[config.mk]
export PLATFORM = sky130hd
export DESIGN_NAME = pcm_normalize_lerp_resampler
export DESIGN_NICKNAME = d
export VERILOG_FILES = /design/src/design/pcmrs_pkg.sv /design/src/design/pcmrs_ctrl.sv /design/src/design/pcmrs_datapath.sv /design/src/design/pcm_normalize_lerp_resampler.sv
export SDC_FILE = /design/constraint.sdc
export NUM_CORES = 2
export LEC_CHECK = 0
export ABC_AREA = 1
export BUFFER_PORTS_ARGS = -buffer_cell sky130_fd_sc_hd__buf_4
export CAP_MARGIN = 10
export CELL_PAD_IN_SITES_DETAIL_PLACEMENT = 1
export CELL_PAD_IN_SITES_GLOBAL_PLACEMENT = 1
export CORE_MARGIN = 3
export CORE_UTILIZATION = 45
export CTS_BUF_LIST = sky130_fd_sc_hd__clkbuf_4 sky130_fd_sc_hd__clkbuf_8 sky130_fd_sc_hd__clkbuf_16
export CTS_CLUSTER_SIZE = 20
export DETAILED_ROUTE_END_ITERATION = 16
export PLACE_DENSITY = 0.88
export SYNTH_ARGS = -nofsm -noshare
export SYNTH_HDL_FRONTEND = slang
export SYNTH_HIERARCHICAL = 1
export SYNTH_SLANG_ARGS = --single-unit
[constraint.sdc]
create_clock -name aclk -period 14.5 [get_ports aclk]
set_clock_uncertainty 0.15 [all_clocks]
set_input_delay 1.45 -clock aclk [delete_from_list [all_inputs] [get_ports aclk]]
set_output_delay 1.45 -clock aclk [all_outputs]
set_load 0.01 [all_outputs]
[src/design/pcmrs_pkg.sv]
package pcmrs_pkg;

    localparam int PCMRS_PHASE_FRAC_BITS = 24;

    localparam int CFG_INDEX_W = 2;

    localparam logic [CFG_INDEX_W-1:0] REG_SAMPLE_FORMAT = 2'd0;
    localparam logic [CFG_INDEX_W-1:0] REG_BIG_ENDIAN    = 2'd1;
    localparam logic [CFG_INDEX_W-1:0] REG_RATE_STEP     = 2'd2;

    localparam logic [1:0] FMT_MONO16   = 2'd0;
    localparam logic [1:0] FMT_STEREO16 = 2'd1;
    localparam logic [1:0] FMT_STEREO24 = 2'd2;

    typedef struct packed {
        logic take;
        logic store_first;
        logic skip;
        logic mul;
        logic emit;
        logic bypass;
    } pcmrs_cmd_t;

    typedef struct packed {
        logic frame_done;
        logic bypass_mode;
        logic prev_valid;
        logic phase_ge_one;
        logic sum_ge_one;
        logic out_free;
    } pcmrs_status_t;

endpackage

[src/design/pcmrs_ctrl.sv]
module pcmrs_ctrl
    import pcmrs_pkg::*;
(
    input  logic          aclk,
    input  logic          aresetn,
    input  logic          s_tvalid,
    output logic          s_tready,
    input  pcmrs_status_t status,
    output pcmrs_cmd_t    cmd
);

    typedef enum logic [2:0] {
        ST_IDLE,
        ST_DECIDE,
        ST_MUL,
        ST_OUT,
        ST_BYPASS
    } state_t;

    state_t state_reg;
    state_t state_next;

    assign s_tready = (state_reg == ST_IDLE);

    always_comb begin
        cmd        = '0;
        state_next = state_reg;
        case (state_reg)
            ST_IDLE: begin
                cmd.take = s_tvalid;
                if (s_tvalid && status.frame_done) begin
                    state_next = status.bypass_mode ? ST_BYPASS : ST_DECIDE;
                end
            end
            ST_DECIDE: begin
                if (!status.prev_valid) begin
                    cmd.store_first = 1'b1;
                    state_next      = ST_IDLE;
                end else if (status.phase_ge_one) begin
                    cmd.skip   = 1'b1;
                    state_next = ST_IDLE;
                end else begin
                    state_next = ST_MUL;
                end
            end
            ST_MUL: begin
                cmd.mul    = 1'b1;
                state_next = ST_OUT;
            end
            ST_OUT: begin
                if (status.out_free) begin
                    cmd.emit   = 1'b1;
                    state_next = status.sum_ge_one ? ST_IDLE : ST_MUL;
                end
            end
            ST_BYPASS: begin
                if (status.out_free) begin
                    cmd.bypass = 1'b1;
                    state_next = ST_IDLE;
                end
            end
            default: begin
                state_next = ST_IDLE;
            end
        endcase
    end

    always_ff @(posedge aclk) begin
        if (!aresetn) begin
            state_reg <= ST_IDLE;
        end else begin
            state_reg <= state_next;
        end
    end

endmodule

[src/design/pcmrs_datapath.sv]
module pcmrs_datapath
    import pcmrs_pkg::*;
#(
    parameter int PHASE_FRAC_BITS = PCMRS_PHASE_FRAC_BITS
) (
    input  logic                       aclk,
    input  logic                       aresetn,
    input  logic [7:0]                 s_tdata,
    output logic                       m_tvalid,
    input  logic                       m_tready,
    output logic [31:0]                m_tdata,
    output logic                       m_tlast,
    input  logic                       cfg_valid,
    output logic                       cfg_ready,
    input  logic [CFG_INDEX_W-1:0]     cfg_index,
    input  logic [PHASE_FRAC_BITS:0]   cfg_data,
    input  pcmrs_cmd_t                 cmd,
    output pcmrs_status_t              status
);

    localparam int F  = PHASE_FRAC_BITS;
    localparam int PW = F + 2;
    localparam int SW = F + 1;
    localparam int NW = F + 18;
    localparam longint unsigned ONE_L   = 64'd1 << F;
    localparam longint unsigned STEP_LO = (ONE_L * 99 + 99) / 100;
    localparam longint unsigned STEP_HI = (ONE_L * 101) / 100;
    localparam logic [PW-1:0] PHASE_ONE = PW'(ONE_L);
    localparam logic [SW-1:0] STEP_ONE  = SW'(ONE_L);
    localparam logic [SW-1:0] STEP_MIN  = SW'(STEP_LO);
    localparam logic [SW-1:0] STEP_MAX  = SW'(STEP_HI);

    logic [1:0]     fmt_reg;
    logic           big_reg;
    logic [SW-1:0]  step_reg;

    logic [2:0]     byte_pos_reg;
    logic [7:0]     hold_reg [2];
    logic [15:0]    left_hold_reg;
    logic [31:0]    cur_frame_reg;
    logic [31:0]    prev_frame_reg;
    logic           prev_valid_reg;
    logic [PW-1:0]  phase_reg;
    logic signed [NW-1:0] prod_reg [2];

    logic [31:0]    out_data_reg;
    logic           out_last_reg;
    logic           out_valid_reg;

    logic           mono;
    logic           is24;
    logic [2:0]     bpf;
    logic [2:0]     pos;
    logic [2:0]     pos_inc;
    logic [2:0]     pos_next;
    logic [1:0]     k;
    logic           sidx;
    logic           sample_end;
    logic [15:0]    sample;
    logic           frame_done;
    logic [31:0]    frame;

    logic [SW-1:0]  step_clamped;
    logic [PW-1:0]  phase_sum;
    logic           sum_ge_one;
    logic           out_free;

    logic signed [NW-1:0] prod_next [2];
    logic [15:0]          lerp_res  [2];

    assign cfg_ready = 1'b1;

    always_comb begin
        mono    = (fmt_reg == FMT_MONO16);
        is24    = (fmt_reg == FMT_STEREO24);
        bpf     = mono ? 3'd2 : (is24 ? 3'd6 : 3'd4);
        pos     = (byte_pos_reg >= bpf) ? 3'd0 : byte_pos_reg;
        pos_inc = pos + 3'd1;
        pos_next = (pos_inc >= bpf) ? 3'd0 : pos_inc;
        if (is24) begin
            sidx       = (pos >= 3'd3);
            k          = sidx ? 2'(pos - 3'd3) : pos[1:0];
            sample_end = (k == 2'd2);
            sample     = big_reg ? {hold_reg[0], hold_reg[1]} : {s_tdata, hold_reg[1]};
        end else begin
            sidx       = pos[1];
            k          = {1'b0, pos[0]};
            sample_end = pos[0];
            sample     = big_reg ? {hold_reg[0], s_tdata} : {s_tdata, hold_reg[0]};
        end
        frame_done = sample_end && (mono || sidx);
        frame      = mono ? {sample, sample} : {left_hold_reg, sample};
    end

    always_comb begin
        if (step_reg < STEP_MIN) begin
            step_clamped = STEP_MIN;
        end else if (step_reg > STEP_MAX) begin
            step_clamped = STEP_MAX;
        end else begin
            step_clamped = step_reg;
        end
        phase_sum  = phase_reg + {1'b0, step_clamped};
        sum_ge_one = (phase_sum >= PHASE_ONE);
        out_free   = !out_valid_reg || m_tready;
    end

    always_comb begin
        logic signed [16:0]   d;
        logic signed [NW-1:0] d_ext;
        logic signed [NW-1:0] frac_ext;
        logic signed [NW-1:0] a_ext;
        logic signed [NW-1:0] num;
        logic signed [NW-1:0] q;
        logic [15:0]          a;
        logic [15:0]          b;
        logic                 corr;
        for (int l = 0; l < 2; l++) begin
            a        = prev_frame_reg[16*l +: 16];
            b        = cur_frame_reg[16*l +: 16];
            d        = $signed({b[15], b}) - $signed({a[15], a});
            d_ext    = NW'(d);
            frac_ext = $signed(NW'({1'b0, phase_reg[F-1:0]}));
            prod_next[l] = d_ext * frac_ext;
            a_ext    = $signed({{(NW-16){a[15]}}, a});
            num      = (a_ext <<< F) + prod_reg[l];
            q        = num >>> F;
            corr     = num[NW-1] && (|num[F-1:0]);
            lerp_res[l] = q[15:0] + {15'd0, corr};
        end
    end

    always_ff @(posedge aclk) begin
        if (!aresetn) begin
            fmt_reg  <= FMT_STEREO16;
            big_reg  <= 1'b0;
            step_reg <= STEP_ONE;
        end else if (cfg_valid) begin
            case (cfg_index)
                REG_SAMPLE_FORMAT: fmt_reg  <= cfg_data[1:0];
                REG_BIG_ENDIAN:    big_reg  <= cfg_data[0];
                REG_RATE_STEP:     step_reg <= cfg_data;
                default: begin
                end
            endcase
        end
    end

    always_ff @(posedge aclk) begin
        if (!aresetn) begin
            byte_pos_reg   <= 3'd0;
            hold_reg[0]    <= 8'd0;
            hold_reg[1]    <= 8'd0;
            left_hold_reg  <= 16'd0;
            prev_frame_reg <= 32'd0;
            prev_valid_reg <= 1'b0;
            phase_reg      <= '0;
            out_valid_reg  <= 1'b0;
        end else begin
            if (cmd.take) begin
                byte_pos_reg <= pos_next;
                if (!sample_end) begin
                    hold_reg[k[0]] <= s_tdata;
                end else if (!mono && !sidx) begin
                    left_hold_reg <= sample;
                end
            end
            if (cmd.store_first) begin
                prev_frame_reg <= cur_frame_reg;
                prev_valid_reg <= 1'b1;
            end
            if (cmd.skip) begin
                prev_frame_reg <= cur_frame_reg;
                phase_reg      <= phase_reg - PHASE_ONE;
            end
            if (cmd.emit) begin
                phase_reg <= sum_ge_one ? phase_sum - PHASE_ONE : phase_sum;
                if (sum_ge_one) begin
                    prev_frame_reg <= cur_frame_reg;
                end
            end
            if (cmd.bypass) begin
                prev_valid_reg <= 1'b0;
                phase_reg      <= '0;
            end
            if (cmd.emit || cmd.bypass) begin
                out_valid_reg <= 1'b1;
            end else if (m_tready) begin
                out_valid_reg <= 1'b0;
            end
        end
    end

    always_ff @(posedge aclk) begin
        if (cmd.take && frame_done) begin
            cur_frame_reg <= frame;
        end
        if (cmd.mul) begin
            prod_reg[0] <= prod_next[0];
            prod_reg[1] <= prod_next[1];
        end
        if (cmd.emit) begin
            out_data_reg <= {lerp_res[0], lerp_res[1]};
            out_last_reg <= sum_ge_one;
        end else if (cmd.bypass) begin
            out_data_reg <= {cur_frame_reg[15:0], cur_frame_reg[31:16]};
            out_last_reg <= 1'b1;
        end
    end

    assign m_tvalid = out_valid_reg;
    assign m_tdata  = out_data_reg;
    assign m_tlast  = out_last_reg;

    assign status.frame_done   = frame_done;
    assign status.bypass_mode  = (step_reg == STEP_ONE);
    assign status.prev_valid   = prev_valid_reg;
    assign status.phase_ge_one = (phase_reg >= PHASE_ONE);
    assign status.sum_ge_one   = sum_ge_one;
    assign status.out_free     = out_free;

`ifndef SYNTHESIS
    a_load_when_free: assert property (@(posedge aclk) disable iff (!aresetn)
        (cmd.emit || cmd.bypass) |-> (!out_valid_reg || m_tready))
        else $error("result loaded over a pending transaction");

    a_mul_phase: assert property (@(posedge aclk) disable iff (!aresetn)
        cmd.mul |-> (phase_reg < PHASE_ONE))
        else $error("interpolation started at phase of one or more");

    a_second_out: assert property (@(posedge aclk) disable iff (!aresetn)
        (cmd.emit && !sum_ge_one) |=> (phase_reg < PHASE_ONE))
        else $error("second result scheduled past phase one");

    a_phase_bound: assert property (@(posedge aclk) disable iff (!aresetn)
        phase_reg < (PHASE_ONE << 1))
        else $error("phase exceeded two");

    a_first_store: assert property (@(posedge aclk) disable iff (!aresetn)
        cmd.store_first |-> !prev_valid_reg)
        else $error("first frame stored while a frame is held");
`endif

endmodule

[src/design/pcm_normalize_lerp_resampler.sv]
// PCM byte stream to stereo 16-bit frames with linear-interpolation rate adaptation.
// Input channel (s_*): one raw PCM byte per transaction in s_tdata.
// Output channel (m_*): one stereo sample pair per transaction; m_tlast marks the
// final result caused by an input byte. Each frame yields zero, one or two results.
// Configuration channel (cfg_*): register index and data; always ready. Write only
// while no byte is in flight.
// Sequence: a byte that does not complete a frame is only taken. A completing byte
// then passes a decide state, or the bypass state in bypass; the first held frame
// and a skip end in the decide state. Each interpolated result, one or two, passes
// a multiply state and then an output state that loads the output register. A result
// appears on m_* in the cycle after it is computed.
// Reset: format 16-bit stereo, little-endian, step of one (bypass), phase zero,
// no frame held, byte position at the start of a frame.
// Stall: the output register holds one result; the next byte is taken while it
// waits, and processing halts when a further result is ready and m_tready is low.
module pcm_normalize_lerp_resampler
    import pcmrs_pkg::*;
#(
    parameter int PHASE_FRAC_BITS = PCMRS_PHASE_FRAC_BITS
) (
    input  logic                     aclk,
    input  logic                     aresetn,
    input  logic                     s_tvalid,
    output logic                     s_tready,
    input  logic [7:0]               s_tdata,   // data_byte
    output logic                     m_tvalid,
    input  logic                     m_tready,
    output logic [31:0]              m_tdata,   // right_sample, left_sample
    output logic                     m_tlast,
    input  logic                     cfg_valid,
    output logic                     cfg_ready,
    input  logic [CFG_INDEX_W-1:0]   cfg_index,
    input  logic [PHASE_FRAC_BITS:0] cfg_data
);

    pcmrs_cmd_t    cmd;
    pcmrs_status_t status;

    pcmrs_ctrl u_ctrl (
        .aclk     (aclk),
        .aresetn  (aresetn),
        .s_tvalid (s_tvalid),
        .s_tready (s_tready),
        .status   (status),
        .cmd      (cmd)
    );

    pcmrs_datapath #(
        .PHASE_FRAC_BITS (PHASE_FRAC_BITS)
    ) u_datapath (
        .aclk      (aclk),
        .aresetn   (aresetn),
        .s_tdata   (s_tdata),
        .m_tvalid  (m_tvalid),
        .m_tready  (m_tready),
        .m_tdata   (m_tdata),
        .m_tlast   (m_tlast),
        .cfg_valid (cfg_valid),
        .cfg_ready (cfg_ready),
        .cfg_index (cfg_index),
        .cfg_data  (cfg_data),
        .cmd       (cmd),
        .status    (status)
    );

endmodule

### Yosys cells after proc, flatten, opt, wreduce, memory -nomap -nowiden

Memory sizes are Yosys's and may differ from the RTL's.
Index checks and enable logic that the tools add are counted.

* output and inout bits: 36
* bits in read-only memories: 0
* input port bits: 40
* register bits: 175
* latch bits: 0
* memories kept: 2
* bits in writable memories: 100

* bitwise gates (word level): 1
* divide/modulo/power cells: 0
* mux-type cells: 54
* reductions and logical operators: 27
* $lt $le $gt $ge: 7
* shifts and indexed selects: 0
* equal/unequal tests: 12
* add/subtract/negate cells: 11
* multiply operators: 2

Memories
* u_datapath.prod_reg: depth 2, bits a word 42, read ports 2, clocked after Yosys merged registers in 0, wr ports 2, line pcmrs_datapath.sv:44 `logic signed [NW-1:0] prod_reg [2];`
* u_datapath.hold_reg: depth 2, bits a word 8, read ports 2, clocked after Yosys merged registers in 0, wr ports 2, line pcmrs_datapath.sv:38 `logic [7:0] hold_reg [2];`

Operator list (count)
* $mux W32: 7
* $add A40 B42 Y42: 2
* $mul A17 B25 Y42: 2
* $mux W26: 3
* $ge A26 B25 Y1 const B: 2
* $sub A26 B25 Y26 const B: 2
* $mux W25: 2
* $mux W16: 3
* $reduce_or A24 Y1: 2
* $sub A16 B16 Y17: 2
* $add A16 B1 Y16: 2
* $add A26 B25 Y26: 1
* $eq A25 B25 Y1 const B: 1
* $gt A25 B25 Y1 const B: 1
* $lt A25 B24 Y1 const B: 1
* $mux W1: 24
* $mux W3: 7
* $pmux W3 S5: 1
* $mux W2: 6
* $mux W8: 1
* $reduce_or A8 Y1: 1
* $eq A2 B2 Y1 const B: 3
* $eq A3 B2 Y1 const B: 2
* $ge A3 B3 Y1: 2
* 17 further kinds: 34

### Logic depth before layout (Yosys ltp)

* word-level depth: 15
* gate-level depth with buffers: 43
* mapped depth without buffers: 42

### Modules after synthesis

The synthesis kept the hierarchy.

Modules (own cells, without submodules)
* pcmrs_datapath: instances 1, cells each 5469, seq. area each 7096.8 um^2, area each 43205.2 um^2
* pcmrs_ctrl: instances 1, cells each 45, seq. area each 60.1 um^2, area each 240.2 um^2

### Worst setup path before layout

OpenSTA, ideal clock, no wires.

* path type: reg2reg
* start point: register u_datapath.cur_frame_reg[18]
* end point: memory u_datapath/prod_reg[0][76] in the netlist's numbering (data pin)
* path buffers: 1
* required time: 14.098 ns
* data arrival time: 6.944 ns
* cell stages (with the launch flop): 42
* path slack: 7.154 ns
* cell sequence: edfxtp_1 > ha_1 > nand3b_1 > nand2_1 > nand2_1 > nand2_1 > nand2_1 > nand2_1 > nand2_1 > o2bb2ai_1 > o21ai_0 > a21boi_0 > or2_2 > nand2_1 > buf_2 > nor2_1 > fa_1 > inv_1 > (+6 left out) > fa_1 > inv_1 > ha_1 > nand2_1 > inv_1 > a21oi_1 > nor2_1 > nor2_1 > o21a_1 > nand2_1 > nand2_1 > nand2_1 > a21oi_1 > o21bai_1 > nand2_1 > nand2_1 > nand2_1 > nand2_1

RTL lines
* from (decl): line pcmrs_datapath.sv:40 `logic [31:0] cur_frame_reg;`
* from (signal assigned): line pcmrs_datapath.sv:196 `cur_frame_reg <= frame;`
* to (decl): line pcmrs_datapath.sv:44

==> impl_results.md <==
- Hold Crit Class: flop to flop
- DR iter-0 viols: ~3400
- Slew Viols, Final: 0
- CP endpoint kind: flop
- Die area: roughly 100000 sq um
- Total global-route track usage: 0.3125
- Drt first pass iters: 6
- Vias per Instance: between 5 and 6
- Main synth FF type: edfxtp_1
- Cell variety after synth: 47
- RR Endpoint: u_datapath/prod_reg[0][37]$_DFFE_PP_
- Fraction of layout cells with a size suffix above 1: 0.04867
- Share of power burned in registers: 0.137
- Post-synth EDFFs: 165
- CTS buffer count: 30
- Syn Inst Count: approximately 5500
- Worst-case reg-to-reg path depth: 31
- Synthesized Nets: about 6600
- Setup TNS: 0 ps
- CORE AREA: about 95000 sq um
- Simple-Gate Fraction of Synth Area: 0.1993
- Final worst slack: ~5000 ps
- Synth top area share: 0.3055
- Area added between synthesis and finish: 6.566%
- DRT Wirelength: approximately 160000 microns
- Hold buffer count at CTS: 0
- Flops & latches, synth: 275
- Outcome: finished clean
- CTS HTree Levels: 1
- Root Buffer: clkbuf_16
- Bufs and invs on worst path: 4
- Relative slew slack: 0.1449
- Fmax: about 110 MHz
- Clock tree from TritonCTS: done
- RSZ-0062 raised after global routing: false
- Wire per inst: roughly 23 microns
- Net Sw Power: approximately 0.0056 W
- Clock sink count: approximately 280
- Hold WS: 305.5 ps
- Initial core utilization: 0.4559
- Crit Path Class: flop to flop
- Post-route ant nets: 0
- CP most frequent cell: nand2_1
- Area contributors post-synth: fa_1, edfxtp_1, ha_1
- Worst Hold End: u_datapath/left_hold_reg[12]$_SDFFE_PN0P_
- DR vias: around 38000
- Worst Hold Depth: 2
- Worst EP arrival: ~9600 ps
- # setup viols final: 0
- Crit path largest cell delay: 690 ps
- Peak supply drop: roughly 0.11 mV
- I/O Buffers: between 70 and 80
- Fraction of synthesized area in multiplexers: 0
- Slowest CP cell: nand2_1
- Pwr/cell area: 208.5 nW/um^2
- Area leader, netlist: fa_1
- Leakage power: approximately 24 nW
- Adder-Cell Fraction of Synth Area: 0.4172
- Seq/Total Area, Yosys: 0.1647
- Final core utilization: 0.4858
- Largest register FFs: 84
- Final cell count without fillers: roughly 6800
- Largest family of logic cells by synthesized area: adder cells
- Die Ht: ~320 microns
- RD Place Congestion: approximately 1.0
- Mapped cell area: 43450 sq um
- Max Cap Viol: 0
- Xor/xnor share of the synthesized area: 0.02399
- Hpwl dp: roughly 120000 microns
- # Post-CTS Setup Buffers: 0
- Startpoint Class: flop
- Site Rows: roughly 110
- Placed insts: roughly 6700
- Worst slew pin tran: 1281 ps
- Clk Latency, worst-skew pair: 620 ps
- Vias in the first global route: approximately 43000
- Post-synthesis compound-gate area fraction: 0.06627
- Grt total ovfl: 0
- Final Critical Period: around 9400 ps
- Yosys warns: 6
- Worst-path maximum fanout: 16
- Clock share of power: 0.085
- Die width: about 320 microns
- Crit path max-delay family: adder cells
- Pin count of the biggest net entering global routing: 74
- Internal power: ~0.004 W
- Fin. Hold Viols: 0
- Sw frac: 0.5831
- Clock slew at reported path FFs: 70 ps
- Worst path required time: around 15000 ps
- CTS resizes: 0
- Avg Inst Size Synth: roughly 8 sq um
- Max clock buf depth: 3
- Share of flip-flops with an asynchronous set or reset: 0
- Comb power frac: 0.777
- Initial antenna violation count: 2
- First-pass GRT wire length: ~240000 microns
- Nets@finish: roughly 6600
- Worst R2R Start: u_datapath/cur_frame_reg[2]$_DFFE_PP_
- # IOs: 76
- Worst reg2reg setup slack: a little over 5000 ps
- DRC viols: 0
- Final Cycle Share: 0.6476
- Worst Hold Launch: u_datapath/left_hold_reg[12]$_SDFFE_PN0P_
- Post-place setup slack: around 5400 ps
worst max-delay path by stage:
| stage | start | end | slack, ps | depth (start not counted) |
|---|---|---|---|---|
| CTS | u_datapath/prev_frame_reg[1]$_SDFF_PN0_ | u_datapath/prod_reg[0][37]$_DFFE_PP_ | 5320 | 32 |
| finish | u_datapath/cur_frame_reg[2]$_DFFE_PP_ | u_datapath/prod_reg[0][37]$_DFFE_PP_ | 5110 | 31 |
| global placement | u_datapath/cur_frame_reg[16]$_DFFE_PP_ | u_datapath/prod_reg[0][76]$_DFFE_PP_ | 5690 | 38 |
| global route | u_datapath/prev_frame_reg[1]$_SDFF_PN0_ | u_datapath/prod_reg[0][37]$_DFFE_PP_ | 4520 | 32 |
| detailed placement | u_datapath/cur_frame_reg[2]$_DFFE_PP_ | u_datapath/prod_reg[0][37]$_DFFE_PP_ | 5350 | 31 |
| floorplan | u_datapath/cur_frame_reg[18]$_DFFE_PP_ | u_datapath/prod_reg[0][76]$_DFFE_PP_ | 7150 | 41 |
worst reg2reg max path: cells and delay by family (launching register included):
family                   cells  cell delay [ps]
AO/OA/AOI/OAI                5             1450
XOR/XNOR                     1               70
adder cells (fa/ha/maj)      8             3750
buffers and inverters        4              820
flip-flops                   1              430
AND/OR/NAND/NOR             13             2470
stage by stage:
step	total power, W	cell area [sq um]
6_report	0.009654	46300
5_1_grt	0.01037	46300
4_1_cts	0.009452	46300
3_5_place_dp	0.008573	45250
3_3_place_gp	0.008102	45250
2_1_floorplan	0.006006	43450
final cells by class:
class | instances | area [sq um]
multi-input combinational | 3774 | 30740
fill | 11823 | 49000
antenna | 1 | 2.502
inverter | 1264 | 4745
sequential | 275 | 7157
timing repair buffer | 137 | 1028
tap | 1265 | 1583
clock inverter | 20 | 245.2
clock buffer | 36 | 802.0
Yosys cell counts, types with 23 or more instances:
cell type,count
fa_1,663
nand3_2,25
nand2_1,1047
a31oi_1,25
xnor2_1,34
xor2_1,85
nor4_1,25
or2_2,23
o21ai_0,145
dfxtp_1,110
ha_1,388
nand3_1,266
nor3_1,30
a21oi_1,264
nor2_1,599
inv_1,1252
edfxtp_1,165
clkbuf_1,177
o211ai_1,25
nand4_1,36
logic make-up (layout without fill, tap and decap cells):
kind of cell | count (synthesis) | in the layout
flops | 275 | 275
simple gates | 2082 | 2082
xor+xnor | 119 | 119
compound gates | 521 | 521
other cells | 1 | 2
buf+inv | 1465 | 1457
fa+ha+maj | 1051 | 1051
layout by cell type, fill, tap and decap left out, types with 34 or more instances in the layout:
cell type and instances:
inv_1 1250, nand2_1 1047, fa_1 663, nor2_1 595, ha_1 388, nand3_1 266
a21oi_1 264, edfxtp_1 165, o21ai_0 145, buf_4 137, dfxtp_1 110, xor2_1 85
nand4_1 36, xnor2_1 34
layer usage:
layer / up-vias / part of all wire / GRT usage
met5: - / 0 / 0
met1: 19229 / 0.38 / 0.3889
met3: 609 / 0.087 / 0.05526
met4: 0 / 0.064 / 0.1658
met2: 1808 / 0.46 / 0.5199
li1: 16731 / - / -
power groups by stage:
| stage | Sequential (W) | Clock [W] | Combinational (W) |
|---|---|---|---|
| 6_report | 0.00133 | 0.000824 | 0.00750 |
| 5_1_grt | 0.00134 | 0.000865 | 0.00816 |
| 4_1_cts | 0.00132 | 0.000835 | 0.00729 |
| 3_5_place_dp | 0.00134 | 0 | 0.00724 |
| 3_3_place_gp | 0.00133 | 0 | 0.00677 |
| 2_1_floorplan | 0.00130 | 0 | 0.00470 |
Power figures use the tool's default switching activity.
